`src/design/hqf_pkg.sv`:
```
// Shared types and constants for the histogram quantile finder.
// Used by the front, queue, back and top-level modules; depends on nothing.

package hqf_pkg;

  localparam int NUM_LEVELS = 7;
  localparam int LVL_W      = 3;
  localparam int THR_W      = 32;
  localparam int FIELD_W    = 32;
  localparam int QDEPTH     = 2;
  localparam int QPTR_W     = 1;
  localparam int QCNT_W     = 2;

  localparam logic [LVL_W-1:0] LAST_LEVEL = LVL_W'(NUM_LEVELS - 1);
  localparam logic [LVL_W-1:0] CFG_LIMIT  = LVL_W'(NUM_LEVELS);

  localparam logic [THR_W-1:0] THR_RESET [NUM_LEVELS] = '{
    32'd6442451, 32'd107374182, 32'd687194767, 32'd2147483648,
    32'd3607772529, 32'd4187593114, 32'd4288524845
  };

  typedef struct packed {
    logic [FIELD_W-1:0]    coord;
    logic [FIELD_W-1:0]    prob;
    logic [NUM_LEVELS-1:0] hit;
    logic                  first;
    logic                  last;
  } hqf_item_t;

  typedef struct packed {
    logic full;
    logic empty;
  } hqf_q_status_t;

endpackage

```
`src/design/hqf_front.sv`:
```
// Front end: accepts bins, keeps the saturating running sum and thresholds,
// and marks which levels are first reached by each bin. Depends on hqf_pkg.

module hqf_front import hqf_pkg::*; #(
  parameter int PROB_BITS = 32
) (
  input  logic                      clk,
  input  logic                      rst_n,
  input  logic                      in_valid,
  output logic                      in_stall,
  input  logic signed [FIELD_W-1:0] in_bin_coord,
  input  logic [FIELD_W-1:0]        in_bin_prob,
  input  logic                      in_last_bin,
  input  logic                      cfg_wr_en,
  input  logic [LVL_W-1:0]          cfg_index,
  input  logic [THR_W-1:0]          cfg_wr_data,
  input  hqf_q_status_t             q_status,
  output logic                      push,
  output hqf_item_t                 push_item
);

  localparam int SW = PROB_BITS + 1;
  localparam int PW = (PROB_BITS < FIELD_W) ? PROB_BITS : FIELD_W;
  localparam int UP = (PROB_BITS >= THR_W) ? PROB_BITS - THR_W : 0;
  localparam int DN = (PROB_BITS < THR_W) ? THR_W - PROB_BITS : 0;
  localparam int WW = THR_W + SW;
  localparam logic [WW-1:0] LOW_DN = (WW'(1) << DN) - WW'(1);
  localparam logic [SW-1:0] ONE    = SW'(1) << PROB_BITS;

  function automatic logic [SW-1:0] scale_thr(input logic [THR_W-1:0] t);
    logic [WW-1:0] w;
    w = WW'(t);
    if (PROB_BITS >= THR_W) begin
      w = w << UP;
    end else begin
      w = (w + LOW_DN) >> DN;
    end
    return w[SW-1:0];
  endfunction

  logic [SW-1:0]         thr_r [NUM_LEVELS];
  logic [SW-1:0]         sum_r, sum_nxt;
  logic [NUM_LEVELS-1:0] hit_r, hit_nxt;
  logic                  first_r, first_nxt;
  logic [SW-1:0]         sum_add, sum_sat;
  logic [PW-1:0]         prob_k;
  logic [NUM_LEVELS-1:0] new_hit;

  assign in_stall = q_status.full;
  assign push     = in_valid && !q_status.full;
  assign prob_k   = in_bin_prob[PW-1:0];
  assign sum_add  = sum_r + SW'(prob_k);
  assign sum_sat  = (sum_add > ONE) ? ONE : sum_add;

  always_comb begin
    for (int k = 0; k < NUM_LEVELS; k++) begin
      new_hit[k] = !hit_r[k] && (sum_sat >= thr_r[k]);
    end
    push_item.coord = in_bin_coord;
    push_item.prob  = FIELD_W'(prob_k);
    push_item.hit   = new_hit;
    push_item.first = first_r;
    push_item.last  = in_last_bin;
    sum_nxt   = sum_r;
    hit_nxt   = hit_r;
    first_nxt = first_r;
    if (push) begin
      if (in_last_bin) begin
        sum_nxt   = '0;
        hit_nxt   = '0;
        first_nxt = 1'b1;
      end else begin
        sum_nxt   = sum_sat;
        hit_nxt   = hit_r | new_hit;
        first_nxt = 1'b0;
      end
    end
  end

  always_ff @(posedge clk) begin
    if (!rst_n) begin
      sum_r   <= '0;
      hit_r   <= '0;
      first_r <= 1'b1;
      for (int k = 0; k < NUM_LEVELS; k++) begin
        thr_r[k] <= scale_thr(THR_RESET[k]);
      end
    end else begin
      sum_r   <= sum_nxt;
      hit_r   <= hit_nxt;
      first_r <= first_nxt;
      if (cfg_wr_en && (cfg_index < CFG_LIMIT)) begin
        thr_r[cfg_index] <= scale_thr(cfg_wr_data);
      end
    end
  end

endmodule

```
`src/design/hqf_queue.sv`:
```
// Short queue of classified bins between the front and back ends.
// Depends on hqf_pkg for the item and status types.

module hqf_queue import hqf_pkg::*; (
  input  logic          clk,
  input  logic          rst_n,
  input  logic          push,
  input  hqf_item_t     push_item,
  input  logic          pop,
  output hqf_item_t     pop_item,
  output hqf_q_status_t status
);

  hqf_item_t         mem_r [QDEPTH];
  logic [QPTR_W-1:0] wr_ptr_r, rd_ptr_r;
  logic [QCNT_W-1:0] count_r, count_nxt;
  logic              do_push, do_pop;

  assign status.full  = (count_r == QCNT_W'(QDEPTH));
  assign status.empty = (count_r == '0);
  assign do_push      = push && !status.full;
  assign do_pop       = pop && !status.empty;
  assign pop_item     = mem_r[rd_ptr_r];

  always_comb begin
    count_nxt = count_r;
    if (do_push && !do_pop) begin
      count_nxt = count_r + QCNT_W'(1);
    end else if (do_pop && !do_push) begin
      count_nxt = count_r - QCNT_W'(1);
    end
  end

  always_ff @(posedge clk) begin
    if (do_push) begin
      mem_r[wr_ptr_r] <= push_item;
    end
    if (!rst_n) begin
      wr_ptr_r <= '0;
      rd_ptr_r <= '0;
      count_r  <= '0;
    end else begin
      count_r <= count_nxt;
      if (do_push) begin
        wr_ptr_r <= wr_ptr_r + QPTR_W'(1);
      end
      if (do_pop) begin
        rd_ptr_r <= rd_ptr_r + QPTR_W'(1);
      end
    end
  end

endmodule

```
`src/design/hqf_back.sv`:
```
// Back end: latches each level's crossing bin, snapshots the seven results
// on the last bin into a bank and streams them out. Depends on hqf_pkg.

module hqf_back import hqf_pkg::*; #(
  parameter int PROB_BITS  = 32,
  parameter int COORD_BITS = 32
) (
  input  logic                      clk,
  input  logic                      rst_n,
  input  hqf_q_status_t             q_status,
  input  hqf_item_t                 pop_item,
  output logic                      pop,
  output logic                      out_valid,
  input  logic                      out_stall,
  output logic [LVL_W-1:0]          out_level_index,
  output logic signed [FIELD_W-1:0] out_level_coord,
  output logic [FIELD_W-1:0]        out_level_prob,
  output logic                      out_level_found,
  output logic                      out_last_result
);

  localparam int PW = (PROB_BITS < FIELD_W) ? PROB_BITS : FIELD_W;
  localparam int CW = (COORD_BITS < FIELD_W) ? COORD_BITS : FIELD_W;

  logic [NUM_LEVELS-1:0] found_r;
  logic [CW-1:0]         st_coord_r [NUM_LEVELS];
  logic [PW-1:0]         st_prob_r  [NUM_LEVELS];
  logic [CW-1:0]         first_coord_r;
  logic [CW-1:0]         bank_coord_r [NUM_LEVELS];
  logic [PW-1:0]         bank_prob_r  [NUM_LEVELS];
  logic [NUM_LEVELS-1:0] bank_found_r;
  logic                  busy_r;
  logic [LVL_W-1:0]      idx_r;
  logic                  out_valid_r;
  logic [LVL_W-1:0]      out_index_r;
  logic signed [CW-1:0]  out_coord_r;
  logic [PW-1:0]         out_prob_r;
  logic                  out_found_r, out_last_r;

  logic [CW-1:0]         item_coord, first_n;
  logic [PW-1:0]         item_prob;
  logic [NUM_LEVELS-1:0] hit_n;
  logic                  load;

  assign pop        = !q_status.empty && (!pop_item.last || !busy_r);
  assign item_coord = pop_item.coord[CW-1:0];
  assign item_prob  = pop_item.prob[PW-1:0];
  assign first_n    = pop_item.first ? item_coord : first_coord_r;
  assign hit_n      = found_r | pop_item.hit;
  assign load       = busy_r && (!out_valid_r || !out_stall);

  always_ff @(posedge clk) begin
    if (pop) begin
      if (pop_item.first) begin
        first_coord_r <= item_coord;
      end
      for (int k = 0; k < NUM_LEVELS; k++) begin
        if (pop_item.hit[k]) begin
          st_coord_r[k] <= item_coord;
          st_prob_r[k]  <= item_prob;
        end
        if (pop_item.last) begin
          bank_found_r[k] <= hit_n[k];
          if (pop_item.hit[k]) begin
            bank_coord_r[k] <= item_coord;
            bank_prob_r[k]  <= item_prob;
          end else if (found_r[k]) begin
            bank_coord_r[k] <= st_coord_r[k];
            bank_prob_r[k]  <= st_prob_r[k];
          end else begin
            bank_coord_r[k] <= first_n;
            bank_prob_r[k]  <= '0;
          end
        end
      end
    end
    if (load) begin
      out_index_r <= idx_r;
      out_coord_r <= bank_coord_r[idx_r];
      out_prob_r  <= bank_prob_r[idx_r];
      out_found_r <= bank_found_r[idx_r];
      out_last_r  <= (idx_r == LAST_LEVEL);
    end
    if (!rst_n) begin
      found_r     <= '0;
      busy_r      <= 1'b0;
      idx_r       <= '0;
      out_valid_r <= 1'b0;
    end else begin
      if (pop) begin
        found_r <= pop_item.last ? '0 : hit_n;
      end
      if (pop && pop_item.last) begin
        busy_r <= 1'b1;
      end else if (load && (idx_r == LAST_LEVEL)) begin
        busy_r <= 1'b0;
      end
      if (load) begin
        idx_r <= (idx_r == LAST_LEVEL) ? '0 : idx_r + LVL_W'(1);
      end
      if (load) begin
        out_valid_r <= 1'b1;
      end else if (!out_stall) begin
        out_valid_r <= 1'b0;
      end
    end
  end

  assign out_valid       = out_valid_r;
  assign out_level_index = out_index_r;
  assign out_level_coord = FIELD_W'(out_coord_r);
  assign out_level_prob  = FIELD_W'(out_prob_r);
  assign out_level_found = out_found_r;
  assign out_last_result = out_last_r;

endmodule

```
`src/design/histogram_quantile_finder_core.sv`:
```
// Top level of the histogram quantile finder: front, queue and back ends.
// Depends on hqf_pkg, hqf_front, hqf_queue and hqf_back.
//
//   Channel  Handshake            Payload
//   in       in_valid/in_stall    in_bin_coord, in_bin_prob, in_last_bin
//   out      out_valid/out_stall  out_level_index/_coord/_prob/_found, out_last_result
//   cfg      cfg_wr_en            cfg_index, cfg_wr_data
//
// One bin is accepted per cycle while the queue is not full; the sum, add and seven
// compares sit in the front end. A last bin yields seven results from a result bank.
// A further last bin waits in the queue until the seventh result has left the bank.
// Reset restores the default thresholds and clears the run; there is no clearing pass.

module histogram_quantile_finder_core import hqf_pkg::*; #(
  parameter int PROB_BITS  = 32,
  parameter int COORD_BITS = 32
) (
  input  logic                      clk,
  input  logic                      rst_n,
  input  logic                      in_valid,
  output logic                      in_stall,
  input  logic signed [FIELD_W-1:0] in_bin_coord,
  input  logic [FIELD_W-1:0]        in_bin_prob,
  input  logic                      in_last_bin,
  output logic                      out_valid,
  input  logic                      out_stall,
  output logic [LVL_W-1:0]          out_level_index,
  output logic signed [FIELD_W-1:0] out_level_coord,
  output logic [FIELD_W-1:0]        out_level_prob,
  output logic                      out_level_found,
  output logic                      out_last_result,
  input  logic                      cfg_wr_en,
  input  logic [LVL_W-1:0]          cfg_index,
  input  logic [THR_W-1:0]          cfg_wr_data
);

  hqf_q_status_t q_status;
  hqf_item_t     push_item, pop_item;
  logic          push, pop;

  hqf_front #(.PROB_BITS(PROB_BITS)) u_front (
    .clk          (clk),
    .rst_n        (rst_n),
    .in_valid     (in_valid),
    .in_stall     (in_stall),
    .in_bin_coord (in_bin_coord),
    .in_bin_prob  (in_bin_prob),
    .in_last_bin  (in_last_bin),
    .cfg_wr_en    (cfg_wr_en),
    .cfg_index    (cfg_index),
    .cfg_wr_data  (cfg_wr_data),
    .q_status     (q_status),
    .push         (push),
    .push_item    (push_item)
  );

  hqf_queue u_queue (
    .clk       (clk),
    .rst_n     (rst_n),
    .push      (push),
    .push_item (push_item),
    .pop       (pop),
    .pop_item  (pop_item),
    .status    (q_status)
  );

  hqf_back #(.PROB_BITS(PROB_BITS), .COORD_BITS(COORD_BITS)) u_back (
    .clk             (clk),
    .rst_n           (rst_n),
    .q_status        (q_status),
    .pop_item        (pop_item),
    .pop             (pop),
    .out_valid       (out_valid),
    .out_stall       (out_stall),
    .out_level_index (out_level_index),
    .out_level_coord (out_level_coord),
    .out_level_prob  (out_level_prob),
    .out_level_found (out_level_found),
    .out_last_result (out_last_result)
  );

  a_next_level: assert property (@(posedge clk) disable iff (!rst_n)
    out_valid && !out_stall && !out_last_result
      |=> out_valid && (out_level_index == $past(out_level_index) + LVL_W'(1)))
    else $error("result levels did not follow in order");

  a_last_marks_top: assert property (@(posedge clk) disable iff (!rst_n)
    out_valid |-> (out_last_result == (out_level_index == LAST_LEVEL)))
    else $error("last result flag does not match the level index");

  a_unfound_zero: assert property (@(posedge clk) disable iff (!rst_n)
    out_valid && !out_level_found |-> (out_level_prob == '0))
    else $error("level not reached but probability is nonzero");

  a_out_hold: assert property (@(posedge clk) disable iff (!rst_n)
    out_valid && out_stall
      |=> out_valid && $stable(out_level_index) && $stable(out_level_coord) &&
          $stable(out_level_prob) && $stable(out_level_found) &&
          $stable(out_last_result))
    else $error("stalled result changed before its transfer");

endmodule
```
`config.mk`:
```
export PLATFORM = sky130hd
export DESIGN_NAME = histogram_quantile_finder_core
export DESIGN_NICKNAME = d
export VERILOG_FILES = /design/src/design/hqf_pkg.sv /design/src/design/hqf_front.sv /design/src/design/hqf_queue.sv /design/src/design/hqf_back.sv /design/src/design/histogram_quantile_finder_core.sv
export SDC_FILE = /design/constraint.sdc
export NUM_CORES = 2
export LEC_CHECK = 0
export BUFFER_PORTS_ARGS = -buffer_cell sky130_fd_sc_hd__buf_2
export CELL_PAD_IN_SITES_DETAIL_PLACEMENT = 1
export CELL_PAD_IN_SITES_GLOBAL_PLACEMENT = 1
export CORE_AREA = 2 2 355 357
export DETAILED_ROUTE_END_ITERATION = 6
export DIE_AREA = 0 0 357 359
export PLACE_DENSITY_LB_ADDON = 0.1
export SYNTH_ARGS = -nofsm -noshare
export SYNTH_HDL_FRONTEND = slang
export SYNTH_SLANG_ARGS = --single-unit
```
`constraint.sdc`:
```
create_clock -name clk -period 6.46 [get_ports clk]
set_input_delay 0.646 -clock clk [delete_from_list [all_inputs] [get_ports clk]]
set_output_delay 0.646 -clock clk [all_outputs]
set_load 0.02 [all_outputs]
```
==> impl_metrics.yaml <==
layout:
  finalNonFillerCells: 6896
  layout_common_cells: "edfxtp_1, nand2_1, nor2_1"
  areaGrowthSynthToFinish_pct: 12.3
  final_common_cell: "edfxtp_1"
  drive_gt1_share_pct: 13.3
  nets: 5485
grt:
  gr-total-overflow: 0
  first_global_vias: 45100
  grt_antenna_before_repair: 6
  track_usage_pct: 31.6
  grt_pass1_wl_um: 295000
  grt_max_degree: 129
place:
  globalplace.congestion: 0.890
  dp_cells: 6611
  io_buffers: 175
  place_ws_ps: 400
  hpwl_um: 120000
clock_network:
  cts_hold_buffers: 8
  cts_buffer_depth: 3
  postCtsSetupRepairBufs: 0
  cts_sinks: 1432
  cts_tree: "yes"
  ctsResizeCount: 0
  clk_latency_ps: 800
  clkTransAtPathRegs_ps: 60
  ctsHtreeMaxLevel: 4
  cts_inserted_buffers: 151
  root_buffer: "clkbuf_16"
logic_synthesis:
  synth-edff-count: 1342
  ys_warn_count: 0
  yosysUniqueCellTypes: 68
  postSynthCellCount: 4954
  syn_area_per_cell_um2: 13.0
  ys_seq_elements: 1432
  ys_seq_area_share_pct: 65.5
  synth_flop_cell: "edfxtp_1"
  async_reset_ff_share_pct: 0
  synth_nets: 5317
  synth_area_um2: 64300
worst_setup_path:
  crit_path_max_incr_delay_ps: 650
  crit_family: "compound AO/OA/AOI/OAI gates"
  startpoint_type: "flop"
  crit_buf_inv: 2
  worst_setup_path_end_kind: "flop"
  r2r_cells: 21
  cp_max_fo: 22
  crit_chain: "ha_1 -> fa_1 -> a21oi_1 -> o22ai_1 -> o31ai_4 -> o211ai_1 -> nor3b_2 -> o22ai_2 -> xor2_4 -> and2_1 -> ha_1 -> a21o_1 -> a21oi_1 -> nor2_1 -> a2111oi_0 -> buf_4 -> o21ai_0 -> buf_4 -> o21ai_0 -> and4_1 -> nor2_1"
  slowest_stage: "xor2_4"
  crit_type: "flop to flop"
  r2r_slack_ps: 770
  r2r_start: "u_front.sum_r[0]$_SDFFE_PN0P_"
  crit_cells: 21
  regToRegEndpoint: "u_queue.mem_r[1][4]$_DFFE_PP_"
  worstPathArrival_ps: 6230
  required_ps: 6990
  startpoint: "u_front.sum_r[0]$_SDFFE_PN0P_"
  crit_end: "u_queue.mem_r[1][4]$_DFFE_PP_"
pwr:
  peakVddDrop_v: 0.000432
  power_leakage_nw: 26.8
  finalPower_mw: 33.0
  power.density_nw_per_um2: 457
sta:
  min_period_ps: 5690
  tightest_slew_ps: 1330
  finalSetupViolations: 0
  skew_ps: 19.4
  fmax_mhz: 176
  slew_headroom_pct: 10.9
  setup_ws_ps: 767
  fin_setup_tns_ps: 0
  fin_crit_sh_pct: 88.1
  hold_viol: 0
  maxSlewViolCount: 0
  whs_ps: 47.6
  rsz0062_at_grt: "no"
route:
  vias_per_cell: 6.18
  drtIter0Drc: 4095
  wl_um: 202000
  postRouteAntennaNets: 0
  wl_per_cell_um: 29.3
  firstDrtPassIters: 5
  num_vias: 42600
  drc_errors: 0
floorplanning:
  core-area_um2: 125000
  placementRows: 130
  start_util_pct: 51.6
  dieArea_um2: 128000
  die_w_um: 357
  ios: 176
  die_h_um: 359
hold_path:
  min_from: "in_bin_coord[22]"
  hold_class: "input pin to flop"
run_status:
  status: "complete, no violations"
flow_run:
  drv_cap: 0
[how the worst min path moves through the flow]
stage	end	cells past startpoint
2_1_floorplan	u_back.out_level_index[0]$_DFFE_PP_	0
3_3_place_gp	u_queue.mem_r[0][1]$_DFFE_PP_	0
3_5_place_dp	u_queue.mem_r[0][1]$_DFFE_PP_	0
4_1_cts	u_queue.mem_r[1][62]$_DFFE_PP_	1
5_1_grt	u_queue.mem_r[0][62]$_DFFE_PP_	1
6_report	u_queue.mem_r[1][63]$_DFFE_PP_	1
[cell usage after synthesis (34+ instances only)]
master | number | area, um^2
a211oi_1 | 236 | 1770
a21o_1 | 79 | 593
a21oi_1 | 189 | 946
and2_1 | 54 | 338
buf_2 | 101 | 505
clkbuf_1 | 153 | 574
dfxtp_1 | 90 | 1800
edfxtp_1 | 1342 | 40300
ha_1 | 257 | 3220
inv_1 | 371 | 1390
mux2_2 | 66 | 743
mux2i_1 | 136 | 1360
mux4_2 | 65 | 1460
nand2_1 | 451 | 1690
nand2b_1 | 36 | 225
nand4_1 | 49 | 307
nor2_1 | 415 | 1560
o211ai_1 | 219 | 1640
o21ai_0 | 322 | 1610
o21ai_1 | 34 | 170
[logic make-up after synthesis]
| kind of cell | synth area share [%] |
|---|---|
| AND/OR/NAND/NOR | 7.48 |
| XOR/XNOR | 0.461 |
| AO/OA/AOI/OAI | 11.9 |
| flip-flops | 65.5 |
| multiplexers | 5.55 |
| adder cells (fa/ha/maj) | 5.03 |
| buffers and inverters | 4.09 |
[routing by layer]
metal,global-route usage [%],routed length (um)
met5,0,0
met3,4.41,12500
met1,39.7,78900
met4,13.1,7880
met2,54.9,103000
[per-stage QoR]
stage | instance area (um^2) | utilization, %
finish | 72200 | 57.9
global route | 72200 | 57.9
floorplan | 64300 | -
CTS | 72200 | 57.9
global placement | 67300 | 54.0
detailed placement | 67300 | 54.0
[state kept, by name, indices dropped and copies added, names as in the netlist, 32 cells and up, named ones only]
name and cells:
u_back.st_prob_r 224, u_back.out_level_coord 32, u_queue.mem_r 146, u_back.bank_prob_r 224, u_back.st_coord_r 224, u_front.sum_r 33
u_back.bank_coord_r 224, u_back.first_coord_r 32, u_back.out_level_prob 32, u_front.thr_r 224
[final cells by class]
class	instances	area (um^2)
inverter	372	1410
timing repair buffer	303	1980
fill	12200	52400
sequential	1432	42100
antenna	2	5.00
tap	1650	2060
clock buffer	208	4160
multi-input combinational	2862	19800
clock inverter	67	609
[worst reg2reg max path, cell delays in order (launching register included)]
cell       delay, ps
dfxtp_1          310
ha_1             220
fa_1             430
a21oi_1          250
o22ai_1          170
o31ai_4          250
o211ai_1         160
nor3b_2          210
o22ai_2          280
xor2_4           660
and2_1           280
ha_1             280
a21o_1           180
a21oi_1          200
nor2_1            80
a2111oi_0        530
buf_4            210
o21ai_0          120
buf_4            160
o21ai_0          150
and4_1           250
nor2_1            70
[power by group]
part	leakage (nW)	internal, mW	switching, mW
clock	2.34	4.87	3.63
sequential	13.3	14.1	0.929
combinational	11.2	2.85	6.67
total	26.8	21.8	11.2
Power figures use the tool's default switching activity.
